`src/design/mbts_pkg.sv`:
```
// Shared constants, types and tanh breakpoint table for the multiband saturator.
`default_nettype none

package mbts_pkg;

  // Band structure
  localparam int NumBands     = 6;
  localparam int BandPorts    = 6;
  localparam int BandLimit    = (NumBands < BandPorts) ? NumBands : BandPorts;
  localparam int TanhSegments = 256;

  // Field widths
  localparam int SampleW = 24;
  localparam int GainW   = 16;
  localparam int TanhW   = 24;
  localparam int CfgIdxW = 4;

  // Soft clip lane
  localparam int BandGainW   = 2 * GainW;
  localparam int ArgW        = SampleW + BandGainW;
  localparam int ArgLimitBit = 49;           // |x| >= 4.0 in Q.47
  localparam int SegAw       = $clog2(TanhSegments);
  localparam int RomAw       = $clog2(TanhSegments + 1);
  localparam int PosW        = ArgLimitBit + SegAw;
  localparam int FracW       = 16;
  localparam int InterpW     = TanhW + FracW + 1;
  localparam int YW          = TanhW + 1;
  localparam int LaneStages  = 4;

  // Mix and output
  localparam int SumW      = YW + $clog2(BandLimit) + 1;
  localparam int WetMixW   = 2 * GainW;
  localparam int WetProdW  = SumW + WetMixW + 1;
  localparam int DryProdW  = SampleW + GainW + 1;
  localparam int DryShift  = 18;
  localparam int MixW      = ((WetProdW > DryProdW + DryShift) ?
                              WetProdW : (DryProdW + DryShift)) + 1;
  localparam int MixShift  = 30;
  localparam int Res1W     = MixW - MixShift + 1;
  localparam int OutProdW  = Res1W + GainW + 1;
  localparam int OutShift  = 12;
  localparam int MixStages = 5;
  localparam int Latency   = LaneStages + MixStages;

  localparam logic [MixW-1:0]     MixHalf = MixW'(1) << (MixShift - 1);
  localparam logic [OutProdW-1:0] OutHalf = OutProdW'(1) << (OutShift - 1);
  localparam int                  ClipMax = 8304721;

  // Register reset values and unity mix
  localparam logic [GainW-1:0] MixOne       = 16'd32768;
  localparam logic [GainW-1:0] DriveReset   = 16'd4096;
  localparam logic [GainW-1:0] WetCompReset = 16'd32768;
  localparam logic [GainW-1:0] MixReset     = 16'd32768;
  localparam logic [GainW-1:0] OutGainReset = 16'd4096;

  // Per-band tilt, Q1.15: 0.5, 0.75, 1.0, 1.0, 1.1, 1.2
  localparam logic [BandPorts-1:0][GainW-1:0] BandTilt = {
    16'd39322, 16'd36045, 16'd32768, 16'd32768, 16'd24576, 16'd16384
  };

  typedef enum logic [CfgIdxW-1:0] {
    CfgDriveGain  = 4'd0,
    CfgWetComp    = 4'd1,
    CfgMixAmount  = 4'd2,
    CfgOutputGain = 4'd3
  } cfg_reg_e;

  typedef struct packed {
    logic [GainW-1:0]   drive_gain;
    logic [WetMixW-1:0] wet_mix;     // wet_compensation * clamped mix
    logic [GainW-1:0]   dry_mix;     // 1.0 - clamped mix
    logic [GainW-1:0]   post_gain;
  } cfg_t;

  typedef struct packed {
    logic               channel;
    logic [SampleW-1:0] dry;
  } lane_ctl_t;

  typedef logic [BandLimit-1:0][YW-1:0]           band_y_t;
  typedef logic [TanhSegments:0][TanhW-1:0]       tanh_rom_t;

  // Unsigned 64-bit restoring division, used only while building the table.
  function automatic logic [63:0] udiv64_f(input logic [63:0] n, input logic [63:0] d);
    logic [64:0] rem;
    logic [63:0] quo;
    rem = '0;
    quo = '0;
    for (int i = 63; i >= 0; i--) begin
      rem = {rem[63:0], n[i]};
      if (rem >= {1'b0, d}) begin
        rem    = rem - {1'b0, d};
        quo[i] = 1'b1;
      end
    end
    return quo;
  endfunction

  // Breakpoints T_k = tanh(k * 4 / S) in Q1.23, built with integer steps:
  // r = e^(-8/S) in Q31 from a truncated series, q_k = r^k, T = (1-q)/(1+q).
  function automatic tanh_rom_t tanh_rom_f();
    logic [63:0] a;
    logic [63:0] term;
    logic [63:0] e;
    logic [63:0] r;
    logic [63:0] q;
    logic [63:0] den;
    logic [63:0] num;
    tanh_rom_t   rom;
    a    = udiv64_f(64'd1 << 34, 64'(TanhSegments));
    term = 64'd1 << 31;
    e    = term;
    for (int n = 1; n <= 20; n++) begin
      term = udiv64_f((term * a) >> 31, 64'(n));
      e    = e + term;
    end
    r = udiv64_f((64'd1 << 62) + (e >> 1), e);
    q = 64'd1 << 31;
    for (int k = 0; k <= TanhSegments; k++) begin
      den    = (64'd1 << 31) + q;
      num    = ((64'd1 << 31) - q) << 23;
      rom[k] = TanhW'(udiv64_f(num + (den >> 1), den));
      q      = (q * r + (64'd1 << 30)) >> 31;
    end
    return rom;
  endfunction

  localparam tanh_rom_t TanhRom = tanh_rom_f();

endpackage

`default_nettype wire

```
`src/design/mbts_cfg_regs.sv`:
```
// Configuration register file with derived mix gains.
`default_nettype none

module mbts_cfg_regs (
  input  wire logic                         clk_i,
  input  wire logic                         rst_ni,
  input  wire logic                         cfg_valid_i,
  input  wire logic [mbts_pkg::CfgIdxW-1:0] cfg_index_i,
  input  wire logic [mbts_pkg::GainW-1:0]   cfg_data_i,
  output logic                              cfg_ready_o,
  output mbts_pkg::cfg_t                    cfg_o
);

  logic [mbts_pkg::GainW-1:0]   drive_q, drive_d;
  logic [mbts_pkg::GainW-1:0]   wet_comp_q, wet_comp_d;
  logic [mbts_pkg::GainW-1:0]   mix_q, mix_d;
  logic [mbts_pkg::GainW-1:0]   out_gain_q, out_gain_d;
  logic [mbts_pkg::GainW-1:0]   mix_clamp;
  logic [mbts_pkg::WetMixW-1:0] wet_mix_q, wet_mix_d;
  logic [mbts_pkg::GainW-1:0]   dry_mix_q, dry_mix_d;

  assign cfg_ready_o = 1'b1;

  always_comb begin
    drive_d    = drive_q;
    wet_comp_d = wet_comp_q;
    mix_d      = mix_q;
    out_gain_d = out_gain_q;
    if (cfg_valid_i) begin
      case (cfg_index_i)
        mbts_pkg::CfgDriveGain:  drive_d    = cfg_data_i;
        mbts_pkg::CfgWetComp:    wet_comp_d = cfg_data_i;
        mbts_pkg::CfgMixAmount:  mix_d      = cfg_data_i;
        mbts_pkg::CfgOutputGain: out_gain_d = cfg_data_i;
        default: ;
      endcase
    end
  end

  // mix above unity means all wet
  always_comb begin
    mix_clamp = (mix_d > mbts_pkg::MixOne) ? mbts_pkg::MixOne : mix_d;
    wet_mix_d = mbts_pkg::WetMixW'(wet_comp_d) * mbts_pkg::WetMixW'(mix_clamp);
    dry_mix_d = mbts_pkg::MixOne - mix_clamp;
  end

  always_ff @(posedge clk_i or negedge rst_ni) begin
    if (!rst_ni) begin
      drive_q    <= mbts_pkg::DriveReset;
      wet_comp_q <= mbts_pkg::WetCompReset;
      mix_q      <= mbts_pkg::MixReset;
      out_gain_q <= mbts_pkg::OutGainReset;
      wet_mix_q  <= mbts_pkg::WetMixW'(mbts_pkg::WetCompReset) *
                    mbts_pkg::WetMixW'(mbts_pkg::MixOne);
      dry_mix_q  <= '0;
    end else begin
      drive_q    <= drive_d;
      wet_comp_q <= wet_comp_d;
      mix_q      <= mix_d;
      out_gain_q <= out_gain_d;
      wet_mix_q  <= wet_mix_d;
      dry_mix_q  <= dry_mix_d;
    end
  end

  always_comb begin
    cfg_o.drive_gain = drive_q;
    cfg_o.wet_mix    = wet_mix_q;
    cfg_o.dry_mix    = dry_mix_q;
    cfg_o.post_gain  = out_gain_q;
  end

endmodule

`default_nettype wire

```
`config.mk`:
```
export PLATFORM = sky130hd
export DESIGN_NAME = mbts_cfg_regs
export DESIGN_NICKNAME = d
export VERILOG_FILES = /design/src/design/mbts_pkg.sv /design/src/design/mbts_cfg_regs.sv
export SDC_FILE = /design/constraint.sdc
export NUM_CORES = 1
export LEC_CHECK = 0
export ABC_CLOCK_PERIOD_IN_PS = 19710
export BUFFER_PORTS_ARGS = -buffer_cell sky130_fd_sc_hd__buf_2
export CORE_MARGIN = 2
export CORE_UTILIZATION = 25
export DETAILED_ROUTE_END_ITERATION = 10
export GPL_ROUTABILITY_DRIVEN = 0
export HOLD_SLACK_MARGIN = 0.02
export SLEW_MARGIN = 10
export SYNTH_ARGS = -nofsm -noshare
export SYNTH_HDL_FRONTEND = slang
export SYNTH_SLANG_ARGS = --single-unit
```
`constraint.sdc`:
```
create_clock -name clk_i -period 19.71 [get_ports clk_i]
set_input_delay 3.942 -clock clk_i [delete_from_list [all_inputs] [get_ports clk_i]]
set_output_delay 3.942 -clock clk_i [all_outputs]
set_load 0.02 [all_outputs]
```
After elaboration in Yosys (flattened, before gate mapping):

Index checks and enable logic that the tools add are counted.

* register bits: 112
* memories kept: 0
* memory bits (read-only): 0
* output and inout bits: 81
* bits in latches: 0
* bits in writable memories: 0

* div/mod/pow operators: 0
* reduce and logical (&&, ||, !) cells: 3
* $mul: 1
* $add $sub $neg: 1
* bitwise logic cells: 0
* mux-type cells: 5
* eq/ne operators: 3
* order comparisons: 1
* shifts and indexed selects: 0

Operators with widths (count)
* 2-to-1 mux 16 bit: 5
* multiplier 16 x 16 -> 32 bit: 1
* > comparator 16 bit (second input constant): 1
* subtractor 16 bit (first input constant): 1
* equality test 4 x 2 -> 1 bit (second input constant): 2
* equality test 4 x 1 -> 1 bit (second input constant): 1
* logical NOT 4 bit: 1
* AND reduction 2 bit: 2

Logic depth before layout (Yosys ltp):

* depth after elaboration: 6
* mapped depth: 29
* gate-level depth less buffers: 25

Worst setup path before layout:

Ideal clock, no wire load.

* kind: input -> register
* start point: in cfg_index_i[1] (netlist bit)
* end point: reg wet_mix_q[29] (netlist bit)
* cell stages on the path: 22
* slack: 8.890 ns
* arrival: 10.740 ns
* library setup time: 0.080 ns
* path through: nor4_2 buf_4 mux2i_1 clkinv_1 nand2_1 fa_1 fa_1 inv_1 fa_1 fa_1 fa_1 inv_1 fa_1 inv_1 ha_1 and3_1 and4_1 nand2_1 o211a_1 or4_1 o211ai_1 xnor2_1

RTL lines
* start, declared: line mbts_cfg_regs.sv:8 `input wire logic [mbts_pkg::CfgIdxW-1:0] cfg_index_i,`
* equality test 4 x 1 -> 1 bit: line mbts_cfg_regs.sv:30 `case (cfg_index_i)`
* 2-to-1 mux 16 bit: line mbts_cfg_regs.sv:30
* 2-to-1 mux 16 bit: line mbts_cfg_regs.sv:29 `if (cfg_valid_i) begin`
* net wet_comp_d, one bit: line mbts_cfg_regs.sv:15 `logic [mbts_pkg::GainW-1:0] wet_comp_q, wet_comp_d;`
* multiplier 16 x 16 -> 32 bit: line mbts_cfg_regs.sv:43 `wet_mix_d = mbts_pkg::WetMixW'(wet_comp_d) * mbts_pkg::WetMixW'(mix_clamp);`
* net wet_mix_d, one bit: line mbts_cfg_regs.sv:19 `logic [mbts_pkg::WetMixW-1:0] wet_mix_q, wet_mix_d;`
* end signal, assigned: line mbts_cfg_regs.sv:53 `wet_mix_q <= mbts_pkg::WetMixW'(mbts_pkg::WetCompReset) *`
* end signal, assigned: line mbts_cfg_regs.sv:61 `wet_mix_q <= wet_mix_d;`
* end, declared: line mbts_cfg_regs.sv:19

The timed path passes the listed nets, and every way through them passes these cells.
A chain may end at the register's enable or synchronous reset.

Final worst setup path:

* start point: in cfg_index_i[3] (netlist bit)
* end point: reg wet_mix_q[30] (netlist bit)

* longest elaborated chain between the ends: 6

Ends and longest elaborated chain
* equality test 4 x 2 -> 1 bit: line mbts_cfg_regs.sv:30
* 2-to-1 mux 16 bit: line mbts_cfg_regs.sv:30
* 2-to-1 mux 16 bit: line mbts_cfg_regs.sv:29
* > comparator 16 bit: line mbts_cfg_regs.sv:42 `mix_clamp = (mix_d > mbts_pkg::MixOne) ? mbts_pkg::MixOne : mix_d;`
* 2-to-1 mux 16 bit: line mbts_cfg_regs.sv:42
* multiplier 16 x 16 -> 32 bit (*): line mbts_cfg_regs.sv:43
* net wet_mix_d, one bit: line mbts_cfg_regs.sv:19

Mark *: on every way through the listed nets, which the timed path passes. The rest lies on a longest branch.

==> flow_results.xml <==
<?xml version="1.0" encoding="UTF-8"?>
<metrics>
  <group name="floorplanning">
    <metric name="io_pins" unit="">104</metric>
    <metric name="placementRows" unit="">82</metric>
    <metric name="chipHeight" unit="um">229.7</metric>
    <metric name="fp.coreArea" unit="mm^2">0.05027</metric>
    <metric name="fp.dieArea" unit="mm^2">0.05278</metric>
    <metric name="die_width" unit="um">229.7</metric>
    <metric name="initial_core_utilization" unit="%">25.34</metric>
  </group>
  <group name="routing">
    <metric name="routedLengthMet1" unit="um">14670</metric>
    <metric name="met3_length" unit="um">2195</metric>
    <metric name="vias_per_cell" unit="">4.496</metric>
    <metric name="totalWireLength" unit="um">33770</metric>
    <metric name="drt_first_iter_violations" unit="">612</metric>
    <metric name="vias" unit="">9311</metric>
    <metric name="dr.max_layer_used" unit="">met4</metric>
    <metric name="route.met2.wl" unit="um">16420</metric>
    <metric name="final_antenna_net_count" unit="">0</metric>
    <metric name="remaining_drc_errors" unit="">0</metric>
    <metric name="wl_per_cell" unit="um">16.30</metric>
    <metric name="first_pass_iters" unit="">5</metric>
  </group>
  <group name="sta">
    <metric name="rsz_0062_raised_after_global_routing" unit="">false</metric>
    <metric name="max_slew.worst_pin.slew" unit="ps">1141</metric>
    <metric name="final_period_minus_worst_setup_slack" unit="ps">13010</metric>
    <metric name="layout_skew" unit="ps">19.50</metric>
    <metric name="timing.final.hold_violations" unit="">0</metric>
    <metric name="slew_viol_final" unit="">0</metric>
    <metric name="timing.final.setup_violations" unit="">0</metric>
    <metric name="timing.fmax" unit="MHz">76.89</metric>
    <metric name="max_slew_margin" unit="%">21.76</metric>
    <metric name="finalCritPeriodShare" unit="%">65.98</metric>
    <metric name="fin_setup_tns" unit="ps">0</metric>
  </group>
  <group name="global_route">
    <metric name="grt_first_pass_wirelength" unit="um">54650</metric>
    <metric name="globalRouteOverflowTotal" unit="">0</metric>
    <metric name="antenna_found_initial" unit="">0</metric>
    <metric name="grtUsageTotal" unit="%">13.17</metric>
    <metric name="grt_max_degree" unit="">80</metric>
    <metric name="number_of_global_route_vias_before_repair" unit="">9729</metric>
  </group>
  <group name="logic_synthesis">
    <metric name="yosysSeqAreaShare" unit="%">22.05</metric>
    <metric name="async_reset_ff_share" unit="%">100.0</metric>
    <metric name="post_synthesis_cell_type_count" unit="">75</metric>
    <metric name="synthesis.nets" unit="">1639</metric>
    <metric name="top_area_cells_in_the_synthesized_netlist" unit="">fa_1 (30%), dfrtp_1 (21%), ha_1 (10%)</metric>
    <metric name="synthesis.area_per_instance" unit="um^2">9.673</metric>
    <metric name="synth_top_flop_cell" unit="">dfrtp_1</metric>
    <metric name="synth_edf_count" unit="">0</metric>
    <metric name="yosys.area.top_type" unit="">fa_1</metric>
    <metric name="ys_ff_latch" unit="">112</metric>
    <metric name="synthDominantCellAreaShare" unit="%">30.49</metric>
    <metric name="synth.cell_area" unit="mm^2">0.01274</metric>
    <metric name="syn-instance-count" unit="">1317</metric>
    <metric name="synthesis.yosys.warnings" unit="">0</metric>
  </group>
  <group name="worst_setup_path">
    <metric name="regToRegSetupSlack" unit="ps">10970</metric>
    <metric name="crit_path_top_delay_cell" unit="">mux2i_1</metric>
    <metric name="cp-startpoint" unit="">cfg_index_i[3]</metric>
    <metric name="r2r_end" unit="">wet_mix_q[30]</metric>
    <metric name="endpoint_kind" unit="">register</metric>
    <metric name="worstPathCellList" unit="">buf_2 -&gt; nor4b_4 -&gt; nand2_2 -&gt; mux2i_1 -&gt; a211oi_4 -&gt; nor2_1 -&gt; nand2_1 -&gt; fa_1 -&gt; fa_1 -&gt; fa_1 -&gt; inv_1 -&gt; fa_1 -&gt; fa_1 -&gt; inv_1 -&gt; fa_1 -&gt; inv_1 -&gt; ha_1 -&gt; a21oi_1 -&gt; nor4b_1 -&gt; nor2_1 -&gt; a21boi_1 -&gt; o311ai_0 -&gt; a311oi_1</metric>
    <metric name="critical_path.top_delay_family" unit="">adder cells</metric>
    <metric name="worst_path_largest_cell_delay" unit="ps">1060</metric>
    <metric name="worst-endpoint-arrival" unit="ps">13270</metric>
    <metric name="r2r_cells" unit="">22</metric>
    <metric name="criticalPathCategory" unit="">primary input to register</metric>
    <metric name="critical_path.n_buffers_inverters" unit="">4</metric>
    <metric name="crit_required" unit="ps">19970</metric>
    <metric name="kind_of_start_point_of_the_critical_path" unit="">primary input</metric>
    <metric name="crit_top_cell" unit="">fa_1</metric>
    <metric name="regToRegStartpoint" unit="">mix_q[8]</metric>
    <metric name="cp_max_fo" unit="">31</metric>
  </group>
  <group name="final_layout">
    <metric name="post_route_cells_drive_above_1_share" unit="%">13.72</metric>
    <metric name="n_antenna_cell" unit="">0</metric>
    <metric name="final_design_area_no_fill" unit="mm^2">0.01427</metric>
    <metric name="utilization" unit="%">28.39</metric>
    <metric name="areaGrowthSynthToFinish" unit="%">12.04</metric>
    <metric name="most-common-layout-cells" unit="">inv_1 (251), fa_1 (194), nand2_1 (168)</metric>
    <metric name="layout.cells.most_common" unit="">inv_1</metric>
    <metric name="finalNetCount" unit="">1716</metric>
    <metric name="finish.cell_count_without_fillers" unit="">2071</metric>
  </group>
  <group name="clock_tree">
    <metric name="cts_max_level" unit="">3</metric>
    <metric name="clk_pin_slew_worst_paths" unit="ps">70</metric>
    <metric name="root_buffer" unit="">clkbuf_16</metric>
    <metric name="numClockSinks" unit="">112</metric>
    <metric name="cts_inserted_buffers" unit="">9</metric>
    <metric name="later_pin_clock_latency_in_the_skew_report" unit="ps">380</metric>
    <metric name="clockBufferDepth" unit="">2</metric>
    <metric name="tritoncts" unit="">built</metric>
    <metric name="postCtsSetupBuffers" unit="">0</metric>
    <metric name="gates_resized_cts_repair" unit="">0</metric>
    <metric name="cts.hold.buffers_added" unit="">0</metric>
  </group>
  <group name="place">
    <metric name="place.detailed.hpwl" unit="um">27520</metric>
    <metric name="placement.io_buffers" unit="">102</metric>
    <metric name="placedInstanceArea" unit="mm^2">0.01393</metric>
    <metric name="post-place-cells" unit="">2055</metric>
  </group>
  <group name="worst_hold_path">
    <metric name="classification_of_the_worst_slack_hold_path" unit="">register to register</metric>
    <metric name="holdPathEnd" unit="">out_gain_q[13]</metric>
    <metric name="timing.hold.worst_path_depth" unit="">1</metric>
    <metric name="min_delay_src" unit="">out_gain_q[13]</metric>
  </group>
  <group name="outcome">
    <metric name="run_status" unit="">finished, final reports clean</metric>
  </group>
  <group name="run">
    <metric name="max-cap-violations" unit="">0</metric>
  </group>
</metrics>
-- flip-flops by register name (all words and copies together) (netlist names) --
signal / flops
drive_q: 16
dry_mix_q: 16
mix_q: 16
out_gain_q: 16
wet_comp_q: 16
wet_mix_q: 32
-- final cells by class --
| class | count | area [um^2] |
|---|---|---|
| tap | 672 | 840.8 |
| multi-input combinational | 902 | 8722 |
| timing repair buffer | 113 | 595.6 |
| clock inverter | 7 | 118.9 |
| clock buffer | 9 | 225.2 |
| inverter | 256 | 962.2 |
| sequential | 112 | 2809 |
| fill | 5317 | 36000 |
-- per-layer routing --
metal	GRT usage, %	vias up
li1	-	4246
met1	17.77	4717
met2	21.89	304
met3	2.555	44
met4	2.802	0
met5	0	-
-- cell families (layout without fill, tap and decap cells) --
group                      Yosys count  in the layout  synth area share (%)
AOI/OAI and AO/OA                   95             95                 5.038
xor gates and xnor gates            33             33                 2.269
adders and majority gates          299            299                 40.80
buffers and inverters              303            385                 9.615
DFF                                112            112                 22.05
muxes                               71             71                 5.922
other                                1              1               0.02944
and+or+nand+nor                    403            403                 14.28
-- cell usage after synthesis, drive strengths merged (3+ instances only) --
library cell / n
clkbuf: 16
nand3b: 3
clkinv: 5
mux2i: 36
nor3: 20
and2: 3
nor4b: 3
mux2: 35
nor4: 7
nand2: 169
buf: 31
a211oi: 6
xor2: 9
nor3b: 3
a21oi: 23
dfstp: 5
nand3: 5
ha: 105
nor2: 144
or3: 13
nand4: 5
dfrtp: 107
o21a: 6
nand2b: 8
inv: 251
fa: 194
a21o: 9
or2: 5
xnor2: 24
o22ai: 3
nor2b: 4
o21ai: 17
o211ai: 6
and3: 4
-- worst max path at each step --
stage	depth (start not counted)	to	slack, ps
2_1_floorplan	22	wet_mix_q[29]	8890
3_3_place_gp	23	wet_mix_q[30]	6610
3_5_place_dp	23	wet_mix_q[30]	6450
4_1_cts	23	wet_mix_q[30]	6780
5_1_grt	23	wet_mix_q[30]	6060
6_report	23	wet_mix_q[30]	6700
-- stage by stage --
| stage | hold WS, ps | setup slack, ps |
|---|---|---|
| final | 501.9 | 6705 |
| after global routing | 526.3 | 6058 |
| after CTS | 507.7 | 6780 |
| after detailed placement | 490.1 | 6449 |
| after global placement | 484.1 | 6607 |
| after floorplan | 473.4 | 8890 |
Power is left out: the tool's default activity adds up to more than one toggle a clock period on the data nets, which glitch-free logic cannot reach.
